===== src/crcbe_pkg.sv =====
package crcbe_pkg;

  localparam int CRC_W = 128;
  localparam int HALF_W = 64;
  localparam int BYTE_W = 8;

  localparam logic [CRC_W-1:0] POLY_RESET = {64'h0000_0000_0000_0001,
                                             64'hFFFF_FFFF_FFFF_FFFF};
  localparam logic [CRC_W-1:0] INIT_RESET = '0;
  localparam logic [CRC_W-1:0] XOROUT_RESET = '0;

  typedef enum logic [2:0] {
    REG_POLY_UPPER     = 3'd0,
    REG_POLY_LOWER     = 3'd1,
    REG_INIT_UPPER     = 3'd2,
    REG_INIT_LOWER     = 3'd3,
    REG_XOROUT_UPPER   = 3'd4,
    REG_XOROUT_LOWER   = 3'd5,
    REG_REFLECT_IN_EN  = 3'd6,
    REG_REFLECT_OUT_EN = 3'd7
  } crcbe_reg_t;

  typedef struct packed {
    logic [CRC_W-1:0] poly;
    logic [CRC_W-1:0] init;
    logic [CRC_W-1:0] xorout;
    logic             in_flip;
    logic             out_flip;
  } crcbe_cfg_t;

  function automatic logic [BYTE_W-1:0] rev8(input logic [BYTE_W-1:0] v);
    logic [BYTE_W-1:0] r;
    for (int i = 0; i < BYTE_W; i++) begin
      r[i] = v[BYTE_W-1-i];
    end
    return r;
  endfunction

  function automatic logic [CRC_W-1:0] rev128(input logic [CRC_W-1:0] v);
    logic [CRC_W-1:0] r;
    for (int i = 0; i < CRC_W; i++) begin
      r[i] = v[CRC_W-1-i];
    end
    return r;
  endfunction

endpackage


===== src/crc128_byte_engine_core.sv =====
// Channel  | Handshake            | Word
// ---------+----------------------+--------------------------------
// in       | in_valid / in_stall  | data_byte[7:0], last_byte
// out      | out_valid / out_stall| crc_upper[63:0], crc_lower[63:0]
// config   | cfg_we (no wait)     | cfg_index[2:0], cfg_data[63:0]
//
// One byte is taken per cycle while in_stall is low; the eight-bit CRC update is
// one combinational pass from the CRC register back into itself, so a new byte
// can follow every cycle. A finished CRC enters the output buffer as its last
// byte is taken; this two-word buffer lets bytes keep flowing while a result is
// stalled, and in_stall is raised only when both buffer words are held.
// Reset loads the default polynomial, a zero start value and an empty buffer.
module crc128_byte_engine_core (
  input  logic         clk,
  input  logic         rst,
  input  logic         cfg_we,
  input  logic [2:0]   cfg_index,
  input  logic [63:0]  cfg_data,
  input  logic         in_valid,
  output logic         in_stall,
  input  logic [7:0]   data_byte,
  input  logic         last_byte,
  output logic         out_valid,
  input  logic         out_stall,
  output logic [63:0]  crc_upper,
  output logic [63:0]  crc_lower
);
  import crcbe_pkg::*;

  crcbe_cfg_t       cfg;
  logic [CRC_W-1:0] crc;
  logic [CRC_W-1:0] crc_next;
  logic [CRC_W-1:0] result;
  logic [CRC_W-1:0] out_data;
  logic             accept;
  logic             full;

  assign in_stall = full;
  assign accept   = in_valid && !in_stall;

  crcbe_cfg u_cfg (
    .clk       (clk),
    .rst       (rst),
    .cfg_we    (cfg_we),
    .cfg_index (cfg_index),
    .cfg_data  (cfg_data),
    .cfg       (cfg)
  );

  crcbe_step u_step (
    .cfg       (cfg),
    .crc       (crc),
    .data_byte (data_byte),
    .crc_next  (crc_next),
    .result    (result)
  );

  // The register restarts from the start value after each message.
  always_ff @(posedge clk) begin
    if (rst) begin
      crc <= INIT_RESET;
    end else if (accept) begin
      crc <= last_byte ? cfg.init : crc_next;
    end
  end

  crcbe_outbuf u_outbuf (
    .clk       (clk),
    .rst       (rst),
    .push      (accept && last_byte),
    .push_data (result),
    .full      (full),
    .out_valid (out_valid),
    .out_stall (out_stall),
    .out_data  (out_data)
  );

  assign crc_upper = out_data[CRC_W-1:HALF_W];
  assign crc_lower = out_data[HALF_W-1:0];

endmodule


===== src/crcbe_cfg.sv =====
module crcbe_cfg (
  input  logic                   clk,
  input  logic                   rst,
  input  logic                   cfg_we,
  input  logic [2:0]             cfg_index,
  input  logic [63:0]            cfg_data,
  output crcbe_pkg::crcbe_cfg_t  cfg
);
  import crcbe_pkg::*;

  crcbe_reg_t idx;

  assign idx = crcbe_reg_t'(cfg_index);

  always_ff @(posedge clk) begin
    if (rst) begin
      cfg.poly     <= POLY_RESET;
      cfg.init     <= INIT_RESET;
      cfg.xorout   <= XOROUT_RESET;
      cfg.in_flip  <= 1'b0;
      cfg.out_flip <= 1'b0;
    end else if (cfg_we) begin
      unique case (idx)
        REG_POLY_UPPER:     cfg.poly[CRC_W-1:HALF_W]   <= cfg_data;
        REG_POLY_LOWER:     cfg.poly[HALF_W-1:0]       <= cfg_data;
        REG_INIT_UPPER:     cfg.init[CRC_W-1:HALF_W]   <= cfg_data;
        REG_INIT_LOWER:     cfg.init[HALF_W-1:0]       <= cfg_data;
        REG_XOROUT_UPPER:   cfg.xorout[CRC_W-1:HALF_W] <= cfg_data;
        REG_XOROUT_LOWER:   cfg.xorout[HALF_W-1:0]     <= cfg_data;
        REG_REFLECT_IN_EN:  cfg.in_flip                <= cfg_data[0];
        REG_REFLECT_OUT_EN: cfg.out_flip               <= cfg_data[0];
        default:            cfg.poly                   <= cfg.poly;
      endcase
    end
  end

endmodule


===== src/crcbe_step.sv =====
module crcbe_step (
  input  crcbe_pkg::crcbe_cfg_t  cfg,
  input  logic [127:0]           crc,
  input  logic [7:0]             data_byte,
  output logic [127:0]           crc_next,
  output logic [127:0]           result
);
  import crcbe_pkg::*;

  logic [BYTE_W-1:0] byte_in;
  logic [CRC_W-1:0]  v;

  assign byte_in = cfg.in_flip ? rev8(data_byte) : data_byte;

  // Eight MSB-first shifts; the x^128 term is implied by the bit shifted out.
  always_comb begin
    v = crc ^ {byte_in, {(CRC_W-BYTE_W){1'b0}}};
    for (int i = 0; i < BYTE_W; i++) begin
      v = {v[CRC_W-2:0], 1'b0} ^ (v[CRC_W-1] ? cfg.poly : '0);
    end
  end

  assign crc_next = v;

  // Output reflection comes before the final XOR.
  assign result = (cfg.out_flip ? rev128(v) : v) ^ cfg.xorout;

endmodule


===== src/crcbe_outbuf.sv =====
module crcbe_outbuf (
  input  logic          clk,
  input  logic          rst,
  input  logic          push,
  input  logic [127:0]  push_data,
  output logic          full,
  output logic          out_valid,
  input  logic          out_stall,
  output logic [127:0]  out_data
);
  import crcbe_pkg::*;

  logic [1:0]       count;
  logic [1:0]       count_next;
  logic [CRC_W-1:0] slot0;
  logic [CRC_W-1:0] slot1;
  logic             pop;

  assign out_valid = (count != 2'd0);
  assign full      = (count == 2'd2);
  assign out_data  = slot0;
  assign pop       = out_valid && !out_stall;

  always_comb begin
    count_next = count;
    if (push && !pop) begin
      count_next = count + 2'd1;
    end else if (pop && !push) begin
      count_next = count - 2'd1;
    end
  end

  always_ff @(posedge clk) begin
    if (rst) begin
      count <= 2'd0;
    end else begin
      count <= count_next;
    end
  end

  // Slot 0 is the head word shown on the output; slot 1 catches a word
  // that arrives while the head is stalled.
  always_ff @(posedge clk) begin
    if (pop) begin
      if (push && count == 2'd1) begin
        slot0 <= push_data;
      end else begin
        slot0 <= slot1;
      end
      if (push) begin
        slot1 <= push_data;
      end
    end else if (push) begin
      if (count == 2'd0) begin
        slot0 <= push_data;
      end else begin
        slot1 <= push_data;
      end
    end
  end

endmodule


===== config.mk =====
export PLATFORM = sky130hd
export DESIGN_NAME = crc128_byte_engine_core
export DESIGN_NICKNAME = d
export VERILOG_FILES = /design/src/crcbe_pkg.sv /design/src/crc128_byte_engine_core.sv /design/src/crcbe_cfg.sv /design/src/crcbe_step.sv /design/src/crcbe_outbuf.sv
export SDC_FILE = /design/constraint.sdc
export NUM_CORES = 2
export LEC_CHECK = 0
export ABC_AREA = 1
export BUFFER_PORTS_ARGS = -buffer_cell sky130_fd_sc_hd__buf_2
export CAP_MARGIN = 20
export CORE_AREA = 2 2 387 389
export CTS_BUF_LIST = sky130_fd_sc_hd__clkbuf_16
export DETAILED_ROUTE_END_ITERATION = 6
export DIE_AREA = 0 0 389 391
export RECOVER_POWER = 25
export SLEW_MARGIN = 5
export SYNTH_ARGS = -nofsm -noshare
export SYNTH_HDL_FRONTEND = slang
export SYNTH_SLANG_ARGS = --single-unit

===== constraint.sdc =====
create_clock -name clk -period 28.2 [get_ports clk]
set_input_delay 5.64 -clock clk [delete_from_list [all_inputs] [get_ports clk]]
set_output_delay 5.64 -clock clk [all_outputs]
set_load 0.02 [all_outputs]

==> impl_metrics.toml <==
[global_routing]
grt_max_degree = 171
grt_use_total_pct = 35.7
antenna_found_initial = 22
grt_first_pass_wirelength_mm = 428
grt.overflow.total = 0
grt_pass1_vias = 72700

[setup_path]
r2r_cells = 27
cpPeakStageDelay_ns = 7.94
crit_start = "rst"
worst_r2r_endpoint = "u_outbuf.slot1[100]"
r2r-start = "u_cfg.cfg[1]"
crit_chain = "clkbuf_1, clkinvlp_2, clkbuf_1, buf_4, o21ai_0, a21oi_1"
cp.arrival_ns = 20.13
cp_data_required_time_ns = 28.79
cp_max_fo = 170
path_common_cell = "clkbuf_1"
path_class = "input pin to flop"
start_kind = "input pin"
cp_slowest_cell = "clkinvlp_2"
cp-end-kind = "flop"
r2r_setup_slack_ns = 15.46

[floorplan]
io_pins = 211
dieArea_um2 = 152000
die_x_um = 389
rows = 142
core-area_um2 = 149000
die_h_um = 391
initial_core_util_pct = 44.5

[finish]
most-common-layout-cells = "nand2_1, nand3_1, inv_1, dfxtp_1, a21oi_1"
multi_input_area_um2 = 41900
nNetsFinal = 11300
fillCellCount = 16000
drive_above_1_share_pct = 3.32
final_common_cell = "nand2_1"
fin_cells = 13200
seq_area_um2 = 18000
synthToLayoutAreaGrowth_pct = 4.81

[yosys]
avgSynthCellArea_um2 = 5.59
syn-instance-count = 11800
yosys.area.top_type = "nand2_1"
yosysTopAreaCellShare_pct = 27.4
synth-warning-count = 0
synthTopCellsByArea = "nand2_1, nand3_1, dfxtp_1, edfxtp_1, clkbuf_1"
synthFlopType = "dfxtp_1"
yosys_register_bits = 772
synth.cell_area_um2 = 66200
ys_async_sr_fraction_pct = 0
ys_seq_area_share_pct = 27.2
synth_edf_count = 256
synth.distinct_cells = 29
syn-num-nets = 11900

[drt]
final_antenna_net_count = 0
vias_per_cell = 6.09
drcViolationCount = 11
drt-total-wl_mm = 283
drt_iter0_markers = 9694
firstDrtPassIters = 7
via_count = 80700
wl_per_cell_um = 21.4

[clock_tree]
post_cts_buffers = 0
clock-sinks = 772
path_clk_slew_ns = 0.06
cts_tree = "yes"
post_cts_resized = 0
h-tree-depth = 3
cts_root_buf = "clkbuf_16"
numCtsBuffers = 96
clk-insertion-delay-late_ns = 0.77
cts_hold_buf = 0
cts.path.max_buffers = 3

[sta]
post-route-min-period_ns = 19.53
max_freq_mhz = 51.2
rsz0062_at_grt = "no"
tightest_slew_ns = 4.99
timing.final.setup_violations = 0
fin_worst_skew_ns = 0.0621
setup-tns-final_ns = 0
drv_slew = 457
slew_headroom_pct = -233
final.period_utilization_pct = 69.3
hold_viol = 0

[min_path]
hold_path_depth = 2
min_from = "u_cfg.cfg[241]"
hp-class = "flop to flop"
hold_path_end = "u_cfg.cfg[241]"

[run_status]
violations = "DRC, capacitance limit, slew limit"
status = "complete, but fails checks"

[power_and_ir_drop]
irDropWorstVdd_uv = 47.5
powerDensity_nw_per_um2 = 69.3
p_leak_uw = 0.0337

[placement]
numPortBuffers = 210
place_congestion = 0.918
placed_cells = 13000
dpl.hpwl_mm = 179

[run]
drv_cap = 6
worst max path at each step:
stage / to / slack, ns / cells past startpoint
final: u_cfg.cfg[48] / 8.67 / 6
after floorplan: u_outbuf.out_data[0] / 11.88 / 6
after global placement: u_outbuf.out_data[35] / 10.96 / 28
after CTS: u_outbuf.out_data[94] / 11.49 / 28
after global routing: u_cfg.cfg[48] / 9.51 / 6
after detailed placement: u_outbuf.slot1[83] / 10.72 / 26
critical path, delay by kind of cell:
kind	cells	cell delay [ns]
buffers and inverters	4	14.05
AOI/OAI and AO/OA	2	0.32
routing by layer:
metal | routed length (um) | global-route usage, %
met4 | 16500 | 20.2
met3 | 31500 | 7.39
met1 | 110000 | 44.7
met5 | 106 | 0
met2 | 125000 | 57.1
final cells by class:
class / instances / area share (%)
clock buffer: 100 / 3.61
sequential: 772 / 26.0
inverter: 562 / 3.08
tap: 1944 / 3.51
timing repair buffer: 311 / 2.48
antenna: 9 / 0.0325
multi-input combinational: 9463 / 60.4
clock inverter: 81 / 0.943
synthesized netlist by cell type, types with 2 or more instances:
master	number
buf_1	119
a21oi_1	385
nand2_2	9
nand2_1	4831
buf_4	53
o22ai_1	126
nand4_1	4
and2_1	128
ha_1	4
xor2_1	2
buf_6	6
nand2_4	4
inv_2	4
nand3_1	3474
clkbuf_1	651
nand3_2	14
nor2_1	146
edfxtp_1	256
xnor2_1	2
o21ai_0	327
a31oi_1	2
dfxtp_1	516
inv_1	556
nand3_4	3
buf_2	207
sequential cells by signal, summed over array words and instances (netlist names):
name,count
u_cfg.cfg,386
u_outbuf.count,2
u_outbuf.out_data,128
u_outbuf.slot1,128
crc,128
power breakdown:
| part | switching, uW | total [uW] | internal [uW] |
|---|---|---|---|
| clock | 562 | 1270 | 710 |
| combinational | 1530 | 2100 | 567 |
| sequential | 92.5 | 1440 | 1340 |
| total | 2190 | 4810 | 2620 |
through the flow:
| step | area (um2) | power [uW] | util (%) | hold slack (ns) | setup slack, ns |
|---|---|---|---|---|---|
| finish | 69400 | 4810 | 46.7 | 0.455 | 8.67 |
| global route | 69300 | 5090 | 46.7 | 0.469 | 9.51 |
| CTS | 69500 | 4790 | 46.8 | 0.455 | 11.49 |
| detailed placement | 66300 | 3520 | 44.6 | 0.446 | 10.72 |
| global placement | 66300 | 3470 | 44.6 | 0.440 | 10.96 |
| floorplan | 66200 | 2930 | - | 0.430 | 11.88 |
cell families after synthesis:
group / Yosys count / share of synthesized area, %
buf+inv: 1598 / 9.83
flops: 772 / 27.2
simple gates: 8614 / 56.2
fa+ha+maj: 4 / 0.0756
compound gates: 841 / 6.61
xor+xnor: 4 / 0.0530
No activity file was read; power rests on OpenSTA's default activity.
